### src/hw/rtl/ddsd_pkg.sv
// ----------------------------------------------------------------------------
// Decimal digit sorter package
// Shared constants, state types and the queue status bundle used by the
// converter front end, the hand-off queue and the sorting back end.
// ----------------------------------------------------------------------------
package ddsd_pkg;

  // Fixed field widths of the external beats.
  localparam int NUMBER_W = 64;
  localparam int DIGIT_W  = 4;

  // Defaults for the top level parameters.
  localparam int DEF_INPUT_BITS = 64;
  localparam int DEF_MAX_DIGITS = 20;

  // Binary bits folded into the BCD accumulator per cycle.
  localparam int STEP_BITS = 4;

  // Number of converted numbers that can wait between front and back.
  localparam int QUEUE_DEPTH = 2;

  localparam logic [DIGIT_W-1:0] DIGIT_MAX = 4'd9;
  localparam logic [DIGIT_W-1:0] DAB_LIMIT = 4'd5;
  localparam logic [DIGIT_W-1:0] DAB_ADJ   = 4'd3;

  typedef enum logic [1:0] {
    F_IDLE,
    F_CONV,
    F_PUSH
  } front_state_t;

  typedef enum logic [1:0] {
    B_IDLE,
    B_ZERO,
    B_RUN
  } back_state_t;

  typedef struct packed {
    logic full;
    logic empty;
  } q_status_t;

endpackage

### src/hw/rtl/ddsd_front.sv
// ----------------------------------------------------------------------------
// Decimal digit sorter front end
// Accepts a number and converts it to packed BCD with a shift-and-add-3
// accumulator, several bits per cycle, then hands digits and count to the
// queue.
// ----------------------------------------------------------------------------
module ddsd_front #(
  parameter int INPUT_BITS = ddsd_pkg::DEF_INPUT_BITS,
  parameter int MAX_DIGITS = ddsd_pkg::DEF_MAX_DIGITS
) (
  input  logic                                       clk,
  input  logic                                       rst,
  input  logic [ddsd_pkg::NUMBER_W-1:0]              number,
  input  logic                                       push,
  output logic                                       full,
  input  ddsd_pkg::q_status_t                        q_status,
  output logic                                       q_push,
  output logic [ddsd_pkg::DIGIT_W*MAX_DIGITS-1:0]    q_digits,
  output logic [$clog2(MAX_DIGITS+1)-1:0]            q_count
);
  import ddsd_pkg::*;

  localparam int NSTEPS = (INPUT_BITS + STEP_BITS - 1) / STEP_BITS;
  localparam int SR_W   = NSTEPS * STEP_BITS;
  localparam int BCD_W  = DIGIT_W * MAX_DIGITS;
  localparam int STEP_W = $clog2(NSTEPS + 1);
  localparam int CNT_W  = $clog2(MAX_DIGITS + 1);

  front_state_t        state, state_next;
  logic [SR_W-1:0]     sreg;
  logic [BCD_W-1:0]    bcd;
  logic                ovf;
  logic [STEP_W-1:0]   step;

  logic [BCD_W-1:0]    bcd_work;
  logic                ovf_work;
  logic [CNT_W-1:0]    cnt_calc;

  // Fold STEP_BITS input bits into the BCD word. Carries out of the top
  // digit are dropped, which keeps only the low MAX_DIGITS digits; ovf
  // records that the number had more digits than that.
  always_comb begin
    bcd_work = bcd;
    ovf_work = ovf;
    for (int b = 0; b < STEP_BITS; b++) begin
      for (int d = 0; d < MAX_DIGITS; d++) begin
        if (bcd_work[d*DIGIT_W +: DIGIT_W] >= DAB_LIMIT) begin
          bcd_work[d*DIGIT_W +: DIGIT_W] = bcd_work[d*DIGIT_W +: DIGIT_W] + DAB_ADJ;
        end
      end
      ovf_work = ovf_work | bcd_work[BCD_W-1];
      bcd_work = {bcd_work[BCD_W-2:0], sreg[SR_W-1-b]};
    end
  end

  // Digit count is the position of the highest nonzero digit, or MAX_DIGITS when ovf is set.
  always_comb begin
    cnt_calc = '0;
    for (int d = 0; d < MAX_DIGITS; d++) begin
      if (bcd[d*DIGIT_W +: DIGIT_W] != '0) begin
        cnt_calc = CNT_W'(d + 1);
      end
    end
    if (ovf) begin
      cnt_calc = CNT_W'(MAX_DIGITS);
    end
  end

  always_comb begin
    state_next = state;
    case (state)
      F_IDLE: begin
        if (push) state_next = F_CONV;
      end
      F_CONV: begin
        if (step == STEP_W'(NSTEPS - 1)) state_next = F_PUSH;
      end
      F_PUSH: begin
        if (!q_status.full) state_next = F_IDLE;
      end
      default: state_next = F_IDLE;
    endcase
  end

  always_comb begin
    full   = 1'b1;
    q_push = 1'b0;
    case (state)
      F_IDLE: begin
        full = 1'b0;
      end
      F_CONV: begin
        full = 1'b1;
      end
      F_PUSH: begin
        q_push = !q_status.full;
      end
      default: begin
        full   = 1'b1;
        q_push = 1'b0;
      end
    endcase
  end

  assign q_digits = bcd;
  assign q_count  = cnt_calc;

  always_ff @(posedge clk) begin
    if (rst) begin
      state <= F_IDLE;
    end else begin
      state <= state_next;
    end
  end

  always_ff @(posedge clk) begin
    if (state == F_IDLE && push) begin
      sreg <= SR_W'(number[INPUT_BITS-1:0]);
      bcd  <= '0;
      ovf  <= 1'b0;
      step <= '0;
    end else if (state == F_CONV) begin
      sreg <= sreg << STEP_BITS;
      bcd  <= bcd_work;
      ovf  <= ovf_work;
      step <= step + STEP_W'(1);
    end
  end

endmodule

### src/hw/rtl/ddsd_queue.sv
// ----------------------------------------------------------------------------
// Decimal digit sorter hand-off queue
// Small register FIFO that decouples the converter from the sorter.
// ----------------------------------------------------------------------------
module ddsd_queue #(
  parameter int WIDTH = ddsd_pkg::DEF_MAX_DIGITS * ddsd_pkg::DIGIT_W
) (
  input  logic                clk,
  input  logic                rst,
  input  logic                push,
  input  logic [WIDTH-1:0]    wdata,
  input  logic                pop,
  output logic [WIDTH-1:0]    rdata,
  output ddsd_pkg::q_status_t status
);
  import ddsd_pkg::*;

  localparam int PTR_W  = (QUEUE_DEPTH > 1) ? $clog2(QUEUE_DEPTH) : 1;
  localparam int FILL_W = $clog2(QUEUE_DEPTH + 1);

  logic [WIDTH-1:0]  mem [QUEUE_DEPTH];
  logic [PTR_W-1:0]  wp, rp;
  logic [FILL_W-1:0] fill;
  logic              do_push, do_pop;

  assign do_push      = push && !status.full;
  assign do_pop       = pop && !status.empty;
  assign status.full  = (fill == FILL_W'(QUEUE_DEPTH));
  assign status.empty = (fill == '0);
  assign rdata        = mem[rp];

  always_ff @(posedge clk) begin
    if (rst) begin
      wp   <= '0;
      rp   <= '0;
      fill <= '0;
    end else begin
      if (do_push) begin
        wp <= (wp == PTR_W'(QUEUE_DEPTH - 1)) ? '0 : wp + PTR_W'(1);
      end
      if (do_pop) begin
        rp <= (rp == PTR_W'(QUEUE_DEPTH - 1)) ? '0 : rp + PTR_W'(1);
      end
      if (do_push && !do_pop) begin
        fill <= fill + FILL_W'(1);
      end else if (do_pop && !do_push) begin
        fill <= fill - FILL_W'(1);
      end
    end
  end

  always_ff @(posedge clk) begin
    if (do_push) begin
      mem[wp] <= wdata;
    end
  end

endmodule

### src/hw/rtl/ddsd_back.sv
// ----------------------------------------------------------------------------
// Decimal digit sorter back end
// Takes a converted number from the queue and emits its digits from nine
// down to zero, one beat per digit, through an output register.
// ----------------------------------------------------------------------------
module ddsd_back #(
  parameter int MAX_DIGITS = ddsd_pkg::DEF_MAX_DIGITS
) (
  input  logic                                    clk,
  input  logic                                    rst,
  input  ddsd_pkg::q_status_t                     q_status,
  input  logic [ddsd_pkg::DIGIT_W*MAX_DIGITS-1:0] q_digits,
  input  logic [$clog2(MAX_DIGITS+1)-1:0]         q_count,
  output logic                                    q_pop,
  output logic [ddsd_pkg::DIGIT_W-1:0]            digit,
  output logic                                    last,
  output logic                                    empty_res,
  output logic                                    empty,
  input  logic                                    pop
);
  import ddsd_pkg::*;

  localparam int BCD_W = DIGIT_W * MAX_DIGITS;
  localparam int CNT_W = $clog2(MAX_DIGITS + 1);

  back_state_t          state, state_next;
  logic [BCD_W-1:0]     digits;
  logic [MAX_DIGITS-1:0] rem;
  logic [DIGIT_W-1:0]   val;
  logic                 ovalid;
  logic [DIGIT_W-1:0]   odigit;
  logic                 olast;
  logic                 oempty;

  logic [MAX_DIGITS-1:0] match, lowbit, rem_after, rem_load;
  logic                  any, fin, out_free, emit;

  // Remaining digits equal to the value being emitted; take the lowest one.
  always_comb begin
    for (int d = 0; d < MAX_DIGITS; d++) begin
      match[d]    = rem[d] && (digits[d*DIGIT_W +: DIGIT_W] == val);
      rem_load[d] = (CNT_W'(d) < q_count);
    end
  end

  assign lowbit    = match & (~match + MAX_DIGITS'(1));
  assign any       = |match;
  assign rem_after = rem & ~lowbit;
  assign fin       = (rem_after == '0);
  assign out_free  = !ovalid || pop;

  always_comb begin
    state_next = state;
    case (state)
      B_IDLE: begin
        if (!q_status.empty) state_next = (q_count == '0) ? B_ZERO : B_RUN;
      end
      B_ZERO: begin
        if (out_free) state_next = B_IDLE;
      end
      B_RUN: begin
        if (any && out_free && fin) state_next = B_IDLE;
      end
      default: state_next = B_IDLE;
    endcase
  end

  always_comb begin
    q_pop = 1'b0;
    emit  = 1'b0;
    case (state)
      B_IDLE: begin
        q_pop = !q_status.empty;
      end
      B_ZERO: begin
        emit = out_free;
      end
      B_RUN: begin
        emit = any && out_free;
      end
      default: begin
        q_pop = 1'b0;
        emit  = 1'b0;
      end
    endcase
  end

  assign digit     = odigit;
  assign last      = olast;
  assign empty_res = oempty;
  assign empty     = !ovalid;

  always_ff @(posedge clk) begin
    if (rst) begin
      state  <= B_IDLE;
      ovalid <= 1'b0;
    end else begin
      state <= state_next;
      if (emit) begin
        ovalid <= 1'b1;
      end else if (pop) begin
        ovalid <= 1'b0;
      end
    end
  end

  always_ff @(posedge clk) begin
    if (q_pop) begin
      digits <= q_digits;
      rem    <= rem_load;
      val    <= DIGIT_MAX;
    end else if (state == B_RUN) begin
      if (any) begin
        if (out_free) rem <= rem_after;
      end else begin
        val <= val - DIGIT_W'(1);
      end
    end
    if (emit) begin
      odigit <= (state == B_ZERO) ? '0 : val;
      olast  <= (state == B_ZERO) ? 1'b1 : fin;
      oempty <= (state == B_ZERO);
    end
  end

  a_run_has_digits: assert property (@(posedge clk) disable iff (rst)
    (state == B_RUN) |-> (rem != '0))
    else $error("sorter running with no digits left");

  a_value_descends: assert property (@(posedge clk) disable iff (rst)
    (state == B_RUN && $past(state == B_RUN)) |-> (val <= $past(val)))
    else $error("scan value rose during a run");

  a_digit_range: assert property (@(posedge clk) disable iff (rst)
    ovalid |-> (odigit <= DIGIT_MAX))
    else $error("output digit above nine");

  a_zero_beat: assert property (@(posedge clk) disable iff (rst)
    (ovalid && oempty) |-> (olast && odigit == '0))
    else $error("zero-input beat is not a lone zero digit");

endmodule

### src/hw/rtl/decimal_digit_sort_descending_top.sv
// ----------------------------------------------------------------------------
// Decimal digit sorter, top level
// Splits an unsigned number into decimal digits and returns them largest
// first, one beat per digit, with the final beat of each number marked.
//
//   Channel   Handshake        Payload
//   --------  ---------------  --------------------------------------------
//   input     push / full      number[63:0] (low INPUT_BITS bits used)
//   result    pop / empty      digit[3:0], last, empty_res
//
// The front end accepts a number, folds four bits per cycle into a BCD
// accumulator and then hands the result off. The back end loads a number
// and emits its digits, stepping its scan value down from nine and passing
// over each value with no matching digit on the way; a zero number gives
// a single beat.
// A two-entry queue between them lets conversion of the next number overlap
// emission of the previous one. Reset is synchronous and needs no clearing
// pass. A stalled result side only holds the back end; the front end keeps
// converting until the queue fills, and then full stays high.
// ----------------------------------------------------------------------------
module decimal_digit_sort_descending_top #(
  parameter int INPUT_BITS = ddsd_pkg::DEF_INPUT_BITS,
  parameter int MAX_DIGITS = ddsd_pkg::DEF_MAX_DIGITS
) (
  input  logic                          clk,
  input  logic                          rst,
  input  logic [ddsd_pkg::NUMBER_W-1:0] number,
  input  logic                          push,
  output logic                          full,
  output logic [ddsd_pkg::DIGIT_W-1:0]  digit,
  output logic                          last,
  output logic                          empty_res,
  output logic                          empty,
  input  logic                          pop
);
  import ddsd_pkg::*;

  localparam int BCD_W = DIGIT_W * MAX_DIGITS;
  localparam int CNT_W = $clog2(MAX_DIGITS + 1);
  localparam int Q_W   = BCD_W + CNT_W;

  // Queue entry: count in the top bits, packed BCD digits below.
  q_status_t         q_status;
  logic              q_push, q_pop;
  logic [BCD_W-1:0]  f_digits, b_digits;
  logic [CNT_W-1:0]  f_count, b_count;
  logic [Q_W-1:0]    q_rdata;

  ddsd_front #(
    .INPUT_BITS (INPUT_BITS),
    .MAX_DIGITS (MAX_DIGITS)
  ) u_front (
    .clk      (clk),
    .rst      (rst),
    .number   (number),
    .push     (push),
    .full     (full),
    .q_status (q_status),
    .q_push   (q_push),
    .q_digits (f_digits),
    .q_count  (f_count)
  );

  ddsd_queue #(
    .WIDTH (Q_W)
  ) u_queue (
    .clk    (clk),
    .rst    (rst),
    .push   (q_push),
    .wdata  ({f_count, f_digits}),
    .pop    (q_pop),
    .rdata  (q_rdata),
    .status (q_status)
  );

  assign b_digits = q_rdata[BCD_W-1:0];
  assign b_count  = q_rdata[Q_W-1:BCD_W];

  ddsd_back #(
    .MAX_DIGITS (MAX_DIGITS)
  ) u_back (
    .clk       (clk),
    .rst       (rst),
    .q_status  (q_status),
    .q_digits  (b_digits),
    .q_count   (b_count),
    .q_pop     (q_pop),
    .digit     (digit),
    .last      (last),
    .empty_res (empty_res),
    .empty     (empty),
    .pop       (pop)
  );

endmodule

### config.mk
export PLATFORM = sky130hd
export DESIGN_NAME = decimal_digit_sort_descending_top
export DESIGN_NICKNAME = d
export VERILOG_FILES = /design/src/hw/rtl/ddsd_pkg.sv /design/src/hw/rtl/ddsd_front.sv /design/src/hw/rtl/ddsd_queue.sv /design/src/hw/rtl/ddsd_back.sv /design/src/hw/rtl/decimal_digit_sort_descending_top.sv
export SDC_FILE = /design/constraint.sdc
export NUM_CORES = 1
export LEC_CHECK = 0
export BUFFER_PORTS_ARGS = -buffer_cell sky130_fd_sc_hd__buf_2
export CELL_PAD_IN_SITES_DETAIL_PLACEMENT = 0
export CELL_PAD_IN_SITES_GLOBAL_PLACEMENT = 1
export CORE_MARGIN = 4
export CORE_UTILIZATION = 40
export DETAILED_ROUTE_END_ITERATION = 12
export PLACE_DENSITY_LB_ADDON = 0.15
export SLEW_MARGIN = 20
export SYNTH_ARGS = -nofsm -noshare
export SYNTH_HDL_FRONTEND = slang
export SYNTH_SLANG_ARGS = --single-unit
### constraint.sdc
create_clock -name clk -period 5.8 [get_ports clk]
set_input_delay 1.16 -clock clk [delete_from_list [all_inputs] [get_ports clk]]
set_output_delay 1.16 -clock clk [all_outputs]
set_load 0.1 [all_outputs]
==> out/metrics.yaml, run 1 <==
cts_hold_buf: 0
criticalPathCategory: "reg -> reg"
ant_nets: 0
tightest_slew_ps: 1060
worstSetupEndpoint: "u_front.q_digits[38]"
ys_ff_latch: 440
synthDistinctLibCells: 73
crit_required_ps: 6230
syn-num-nets: 2632
cts_resized: 0
clkTransAtPathRegs_ps: 60
io_buffers: 75
start_util_pct: 40.4
grt_pass1_vias: 17000
wl_per_cell_um: 16.2
r2r_start: "u_front.q_digits[32]"
yosys_warnings: 0
crit_start: "u_front.q_digits[32]"
clockBufferDepth: 3
synth_edf_count: 340
die_area_mm2: 0.0678
finalCritPeriodShare_pct: 77.2
clock_sinks: 440
synth_ff_type: "edfxtp_1"
initialDrtViolationCount: 873
clk_latency_ps: 580
drc: 0
area.growth.synth_to_final_pct: 10.9
cts_tree: "built"
regToRegSetupSlack_ps: 1320
critPathMaxFanout: 6
post-route-min-period_ps: 4480
cts_root_buffer: "clkbuf_16"
maxClockFrequency_ghz: 0.223
cp_cell_sequence: "inv_1 -> ha_1 -> nand2b_1 -> a21oi_1 -> xnor2_1 -> inv_1 -> ha_1 -> nor2b_1 -> nand2b_1 -> mux2i_1 -> inv_1 -> ha_1 -> nor2b_1 -> o21ba_2 -> xnor2_1 -> inv_1 -> ha_1 -> nor2b_1 -> o21ai_0 -> mux2i_1 -> o21ai_0"
fin_skew_ps: 12.2
cts_setup_buffers: 0
core_area_mm2: 0.0631
grt_usage_pct: 16.0
fp-row-count: 92
final.setup.tns_ps: 0
pin_count: 76
grt_max_degree: 86
overflow: 0
antenna_found_initial: 1
antenna_cells: 0
avgViaCountPerCell: 5.11
die_h_um: 260
max_slew_margin_pct: 28.8
via_count: 17200
layout-drive-gt1-share_pct: 14.2
endpoint_kind: "flop"
drv_slew: 0
critPathLaunchType: "flop"
seq_area_frac_synth_pct: 48.0
cp_slowest_stage_delay_ps: 440
cp_top_family: "adder cells"
async_flop_share_pct: 0
synthesis.area_mm2: 0.0255
reg2regPathDepth: 21
rsz0062_at_grt: "false"
maxCapViolations: 0
min_path_type: "reg -> reg"
crit_buf_inv: 4
htreeDepth: 2
slowest_stage: "dfxtp_1"
syn_avg_cell_area_um2: 10.6
wl_um: 54500
place_congestion: 0.800
status: "completed"
die_w_um: 260
hold_viol_final: 0
place_hpwl_um: 38100
first_pass_iters: 5
crit_arrival_ps: 4910
nets: 2707
r2r_end: "u_front.q_digits[38]"
syn_inst: 2399
cts_made_buffers: 48
crit_cells: 21
setup_viol: 0
grt_pass1_wl_um: 88300
-- worst min-delay path by stage --
stage	from	endpoint	depth (start not counted)
after floorplan	u_front.sreg[60]	u_front.q_digits[0]	2
after global placement	u_front.step[4]	u_front.step[4]	2
after detailed placement	u_front.step[4]	u_front.step[4]	2
after CTS	u_front.step[4]	u_front.step[4]	2
after global routing	u_back.state[1]	u_back.state[1]	2
final	u_front.step[4]	u_front.step[4]	2
-- flip-flops by register name (all words and copies together), names as in the netlist, named ones only --
signal / flops
u_queue.fill: 2
u_back.last: 1
u_front.state: 2
u_back.digit: 4
u_front.q_digits: 80
u_back.empty_res: 1
u_queue.mem: 170
u_back.digits: 80
u_queue.wp: 1
u_back.ovalid: 1
u_back.val: 4
u_front.ovf: 1
u_front.step: 5
u_back.state: 2
u_queue.rp: 1
u_back.rem: 20
u_front.sreg: 64
-- cell usage after synthesis (all sizes together), types with 51 or more instances --
master	number	share of area, %
ha	165	8.1
xnor2	108	3.7
clkbuf	51	0.75
mux2	150	6.6
inv	165	2.4
nand3	110	2.2
nand2	265	3.9
o21ai	148	2.9
edfxtp	340	40
xor2	61	2.1
mux2i	95	3.7
a21oi	127	2.5
nor2b	61	1.5
nor2	120	1.8
dfxtp	100	7.9
-- cell usage in the layout (no fill, tap or decap), types with 20 or more instances in the layout --
cell / instances
a21oi_1: 127
buf_2: 75
clkbuf_16: 49
dfxtp_1: 99
edfxtp_1: 340
ha_1: 165
inv_1: 164
mux2_2: 150
mux2i_1: 95
nand2_1: 264
nand2b_1: 49
nand3_1: 108
nor2_1: 120
nor2b_1: 59
nor3_1: 20
nor3b_1: 49
o21ai_0: 143
xnor2_1: 108
xor2_1: 61
-- tightest hold or removal path, cell delays in order (launching register included) --
cell,delay (ps)
dfxtp_1,320
nand3_1,60
o21ai_0,60
-- metal layers --
metal	vias up	global-route usage (%)	part of all wire, %	wire length [um]
met5	-	0	0	0
met4	0	4.43	2.2	1200
met3	79	2.19	3.3	1790
met2	196	26.9	47	25600
met1	8227	21.7	48	25900
li1	8655	-	-	-
-- stage by stage --
step	util (%)	hold WS [ps]	cell area, um2	worst slack, ps	std cells
6_report	44.8	475	28200	1320	3359
3_5_place_dp	42.4	468	26700	1270	3270
5_1_grt	44.8	511	28200	869	3359
3_3_place_gp	42.4	453	26700	1460	3270
2_1_floorplan	-	418	25500	730	2399
4_1_cts	44.8	483	28200	1270	3359
-- logic make-up after synthesis --
logic type,count (synthesis),synth area share (%)
buf+inv,234,3.80
mux,245,10.4
simple gates,733,14.1
flops,440,48.0
fa+ha+maj,165,8.11
xor+xnor,169,5.81
compound gates,413,9.88
-- layout make-up --
cell class / count / area (um2)
clock inverter: 33 / 263
timing repair buffer: 93 / 510
clock buffer: 56 / 1260
multi-input combinational: 1725 / 12300
sequential: 440 / 12200
inverter: 166 / 627
fill: 5980 / 34800
tap: 846 / 1060
Power of run 1 is left out: the tool's default activity adds up to more than one toggle a clock period on the data nets, which glitch-free logic cannot reach.
==> inputs of run 2 (changes only) <==
ABC_AREA = 1   (was unset)
clock period = 3.97 ns   (was 5.8 ns; I/O delays follow)
==> run 2 against run 1 <==
Clock-buffer cell count grew 15. Global-route usage grew 1.9 points. Synthesized cell count grew 41%. Register-to-register slack lost 1100 ps.
==> out/metrics.yaml, run 2 <==
critPathLaunchType: "flop"  # unchanged
setup_viol: 0  # unchanged
nets: 3774  # was 2,707
maxClockFrequency_ghz: 0.267  # was 0.223 GHz
first_pass_iters: 7  # was 5
area.growth.synth_to_final_pct: 16.3  # was 10.9%
core_area_mm2: 0.0660  # was 0.0631 mm2
async_flop_share_pct: 0  # unchanged
start_util_pct: 40.4  # about the same
syn_avg_cell_area_um2: 7.87  # was 10.6 um2
crit_arrival_ps: 4200  # was 4910 ps
htreeDepth: 2  # unchanged
layout-drive-gt1-share_pct: 16.2  # was 14.2%
cts_made_buffers: 51  # was 48
cts_tree: "built"  # unchanged
maxCapViolations: 0  # unchanged
met2WireLength_um: 30900  # was 25,600 um
post-route-min-period_ps: 3740  # was 4480 ps
grt_pass1_wl_um: 104000  # was 88,300 um
synth.most_common_cell: "nand2_1"  # was edfxtp_1
syn-num-nets: 3623  # was 2,632
synthesis.area_mm2: 0.0267  # was 0.0255 mm2
largest_register: "u_queue.mem"  # unchanged
synth_common_cells: "nand2_1, inv_1, edfxtp_1, nor2_1, ha_1"  # was edfxtp_1, nand2_1, ha_1, inv_1, mux2_2
clock_sinks: 440  # unchanged
synth_ff_type: "edfxtp_1"  # unchanged
via_count: 21600  # was 17,200
holdWs_ps: 416  # was 475 ps
cts_root_buffer: "clkbuf_16"  # unchanged
final_common_cell: "nand2_1"  # was edfxtp_1
n_fill_cell: 6403  # was 5,980
yosys_warnings: 0  # unchanged
clkTransAtPathRegs_ps: 60  # about the same
drc: 0  # unchanged
pin_count: 76  # unchanged
seq_area_mm2: 0.0123  # was 0.0122 mm2
die_area_mm2: 0.0709  # was 0.0678 mm2
hold_viol_final: 0  # unchanged
rsz0062_at_grt: "true"  # was false
finalCritPeriodShare_pct: 94.2  # was 77.2%
seq_area_frac_synth_pct: 45.8  # was 48.0%
die_h_um: 266  # was 260 um
cp_top_family: "compound AO/OA/AOI/OAI gates"  # was adder cells
crit_required_ps: 4430  # was 6230 ps
synth_edf_count: 340  # unchanged
min_path_type: "in -> reg"  # was reg -> reg
wl_um: 64500  # was 54,500 um
grt_max_degree: 82  # was 86
wl_per_cell_um: 14.5  # was 16.2 um
criticalPathCategory: "reg -> reg"  # unchanged
place_hpwl_um: 44500  # was 38,100 um
multi_input_area_mm2: 0.0130  # was 0.0123 mm2
critPathMostFrequentCell: "inv_1"
ys_ff_latch: 440  # unchanged
fp-row-count: 94  # was 92
avgViaCountPerCell: 4.86  # was 5.11
synth.area.top_cells: "edfxtp_1, nand2_1, ha_1"  # was edfxtp_1, ha_1, dfxtp_1
grt_usage_pct: 17.8  # was 16.0%
ant_nets: 0  # unchanged
drv_slew: 0  # unchanged
clockBufferDepth: 3  # unchanged
critPathMaxFanout: 6  # unchanged
place_congestion: 0.817  # was 0.800
endpoint_kind: "flop"  # unchanged
clk_latency_ps: 580  # about the same
highest_layer: "met4"  # unchanged
slowest_stage: "dfxtp_2"  # was dfxtp_1
syn_inst: 3390  # was 2,399
met3_length_um: 2010  # was 1790 um
overflow: 0  # unchanged
initialDrtViolationCount: 979  # was 873
wl_met1_um: 30400  # was 25,900 um
io_buffers: 75  # unchanged
crit_buf_inv: 7  # was 4
layout_common_cells: "nand2_1, inv_1, edfxtp_1"  # was edfxtp_1, nand2_1, ha_1
tightest_slew_ps: 972  # was 1060 ps
status: "completed"  # unchanged
synth.largest_area_cell: "edfxtp_1"  # unchanged
die_w_um: 266  # was 260 um
max_slew_margin_pct: 35.2  # was 28.8%
netlist.area_leader.share_pct: 38.3  # was 40.1%
antenna_found_initial: 0  # was 1
largest_reg_flops: 170  # unchanged
fin_skew_ps: 13.5  # was 12.2 ps
antenna_cells: 0  # unchanged
synthDistinctLibCells: 58  # was 73
cp_slowest_stage_delay_ps: 340  # was 440 ps
grt_pass1_vias: 21000  # was 17,000
[run 2: metrics by stage]
| step | TNS [ps] | std cells | utilization (%) | area, um2 | setup slack [ps] |
|---|---|---|---|---|---|
| 5_1_grt | -297 | 4447 | 47.0 | 31000 | -47.8 |
| 4_1_cts | 0 | 4412 | 45.4 | 30000 | 3.49 |
| 6_report | 0 | 4447 | 47.0 | 31000 | 231 |
| 3_3_place_gp | 0 | 4317 | 42.9 | 28300 | 59.9 |
| 3_5_place_dp | -508 | 4317 | 42.9 | 28300 | -99.8 |
| 2_1_floorplan | 0 | 3390 | - | 26700 | 145 |
[run 2: cells by family (layout without fill, tap and decap cells)]
kind of cell | Yosys count | count (layout) | share of synthesized area [%]
AO/OA/AOI/OAI | 434 | 434 | 9.37
XOR/XNOR | 68 | 68 | 2.41
adder cells (fa/ha/maj) | 165 | 165 | 7.74
buffers and inverters | 593 | 786 | 8.70
flip-flops | 440 | 440 | 45.8
AND/OR/NAND/NOR | 1690 | 1690 | 26.0
[run 2: area by class of cell]
class,instances,area share (%)
clock buffer,71,4.62
clock inverter,24,0.633
inverter,526,6.39
multi-input combinational,2357,41.9
sequential,440,39.5
tap,864,3.48
timing repair buffer,165,3.47
[run 2: worst paths after layout]
| path | from | to | slack, ps | cells after the start |
|---|---|---|---|---|
| worst max-delay path | u_front.q_digits[20] | u_front.q_digits[22] | 230 | 25 |
| worst min-delay path | rst | u_back.ovalid | 420 | 2 |
| worst max register to register | u_front.q_digits[20] | u_front.q_digits[22] | 230 | 25 |
| worst min register to register | u_queue.rp | u_queue.rp | 450 | 1 |
[run 2: repair_timing]
| action | CTS | global route |
|---|---|---|
| endpoints found under the hold margin | 0 | 0 |
| hold buffers | 0 | 0 |
| setup buffers | 0 | 35 |
| pin swaps | 0 | 65 |
| endpoints found under the setup margin | 13 | 77 |
| gates resized for setup | 8 | 228 |
[run 2: routing by layer]
layer	up-vias	global-route usage (%)
li1	11100	-
met1	10100	24.1
met2	293	30.9
met3	86	2.15
met4	0	3.87
met5	-	0
Power of run 2 is left out for the same reason.
==> inputs of run 3 (changes only) <==
ABC_AREA = unset   (was 1)
HOLD_SLACK_MARGIN = 0.12   (was unset)
clock period = 4.6 ns   (was 3.97 ns; I/O delays follow)
==> run 3 against run 2 <==
Clock skew increased by 1.0 ps. Wire length shrank 15%. Clock-buffer cell count down 5. Register-to-register slack better by 130 ps. Core utilization down 1.6 points. Global-route usage decreased by 1.7 points. Via count decreased by 20%. First-iteration DRC count shrank 19%.
==> out/metrics.yaml, run 3 (synthesis results as in run 1) <==
status: "completed"  # unchanged
regToRegSetupSlack_ps: 360  # was 230 ps
r2r_start: "u_front.q_digits[77]"  # was u_front.q_digits[20]
antenna_cells: 0  # unchanged
cts_root_buffer: "clkbuf_16"  # unchanged
maxClockFrequency_ghz: 0.236  # was 0.267 GHz
crit_required_ps: 5090  # was 4430 ps
fin_skew_ps: 14.5  # was 13.5 ps
avgViaCountPerCell: 5.12  # was 4.86
place_congestion: 0.775  # was 0.817
first_pass_iters: 4  # was 7
cts_made_buffers: 50  # was 51
clkTransAtPathRegs_ps: 60  # about the same
nets: 2719  # was 3,774
ant_nets: 0  # unchanged
layout_common_cells: "edfxtp_1, nand2_1, ha_1"  # was nand2_1, inv_1, edfxtp_1
critPathLaunchType: "flop"  # unchanged
tightest_slew_ps: 1010  # was 972 ps
setup_ws_ps: 361  # was 231 ps
finalCritPeriodShare_pct: 92.1  # was 94.2%
largest_register: "u_queue.mem"  # unchanged
layout-drive-gt1-share_pct: 15.4  # was 16.2%
hp-start: "u_front.sreg[60]"  # was rst
critPathMaxFanout: 6  # unchanged
overflow: 0  # unchanged
initialDrtViolationCount: 794  # was 979
reg2regPathDepth: 20  # was 25
drv_slew: 0  # unchanged
wl_um: 55100  # was 64,500 um
final_common_cell: "edfxtp_1"  # was nand2_1
core_area_mm2: 0.0631  # was 0.0660 mm2
cts_tree: "built"  # unchanged
place_area_mm2: 0.0268  # was 0.0283 mm2
die_h_um: 260  # was 266 um
grt_max_degree: 72  # was 82
clock_sinks: 440  # unchanged
n_fill_cell: 5968  # was 6,403
rsz0062_at_grt: "true"  # unchanged
endpoint_kind: "flop"  # unchanged
die_w_um: 260  # was 266 um
hold_viol_final: 0  # unchanged
crit_start: "u_front.q_digits[77]"  # was u_front.q_digits[20]
pin_count: 76  # unchanged
grt_pass1_wl_um: 89200  # was 104,000 um
cts_hold_buf: 0  # unchanged
place_hpwl_um: 38900  # was 44,500 um
maxCapViolations: 0  # unchanged
max_slew_margin_pct: 32.8  # was 35.2%
fp-row-count: 92  # was 94
io_buffers: 75  # unchanged
r2r_end: "u_front.q_digits[77]"  # was u_front.q_digits[22]
largest_reg_flops: 170  # unchanged
holdWs_ps: 461  # was 416 ps
post-route-min-period_ps: 4240  # was 3740 ps
final.setup.tns_ps: 0  # unchanged
drc: 0  # unchanged
wl_per_cell_um: 16.3  # was 14.5 um
dp_worst_setup_slack_ps: 200  # was -99.8 ps
holdPathStages: 2  # unchanged
htreeDepth: 2  # unchanged
via_count: 17300  # was 21,600
setup_viol: 0  # unchanged
crit_arrival_ps: 4730  # was 4200 ps
hold_end: "u_front.q_digits[0]"  # was u_back.ovalid
area.growth.synth_to_final_pct: 12.7  # was 16.3%
clockBufferDepth: 3  # unchanged
clk_latency_ps: 570  # was 580 ps
antenna_found_initial: 1  # was 0
criticalPathCategory: "reg -> reg"  # unchanged
cts_setup_buffers: 0  # unchanged
min_path_type: "reg -> reg"  # was in -> reg
grt_pass1_vias: 17500  # was 21,000
grt_usage_pct: 16.1  # was 17.8%
start_util_pct: 40.4  # about the same
die_area_mm2: 0.0678  # was 0.0709 mm2
post-route-cell-area_mm2: 0.0287  # was 0.0310 mm2
-- run 3: cell types whose count changed in the layout (fill, tap and decap cells not counted), sizes merged, moves of 34 or more --
cell	delta
nand2	-960
inv	-359
mux2	+150
o21ai	-139
nor2	-118
xnor2	+101
mux2i	+95
buf	-62
nor2b	+61
a21oi	+50
nand2b	+50
nor3b	+50
nand3	-34
-- run 3: worst max-delay path, cell delays in order (launching register included) --
cell	delay, ps
dfxtp_1	370
inv_1	110
ha_1	180
nand2b_1	150
a21oi_1	290
xnor2_2	200
ha_1	310
nor2b_1	210
o21a_1	210
xnor2_2	160
ha_1	200
nand2b_1	120
and2_1	130
a2bb2oi_1	190
a2bb2oi_2	240
xnor2_2	190
ha_1	250
inv_1	80
o21ai_0	190
a21oi_1	100
o32ai_1	270
-- run 3: cell type report --
type | count | area, um2 | share of cell area, %
clock buffers | 66 | 1400 | 4.89
well taps | 846 | 1060 | 3.69
inverters | 166 | 626 | 2.18
repair buffers | 103 | 598 | 2.08
multi-input cells | 1725 | 12400 | 43.3
flip-flops and latches | 440 | 12200 | 42.6
clock inverters | 27 | 369 | 1.29
-- run 3: per-stage QoR --
step / instances / util, %
detailed placement: 3280 / 42.5
finish: 3373 / 45.5
global placement: 3280 / 42.5
global route: 3373 / 45.5
floorplan: 2399 / -
CTS: 3373 / 45.3
-- run 3: what timing repair did --
item | CTS | global route
hold endpoints to repair | 0 | 0
gates resized for setup | 0 | 24
endpoints found under the setup margin | 0 | 23
-- run 3: worst max-delay path by stage --
stage                                 endpoint  cells after the start
after global routing       u_front.q_digits[5]                     18
final                     u_front.q_digits[77]                     20
after global placement    u_front.q_digits[77]                     20
after floorplan           u_front.q_digits[77]                     20
after CTS                 u_front.q_digits[77]                     20
after detailed placement  u_front.q_digits[77]                     20
-- run 3: per-layer routing --
metal	track usage [%]	routed length [um]
met1	21.4	25900
met2	28.1	26600
met3	2.04	1500
met4	3.82	1010
met5	0	0
Power of run 3 is left out for the same reason.
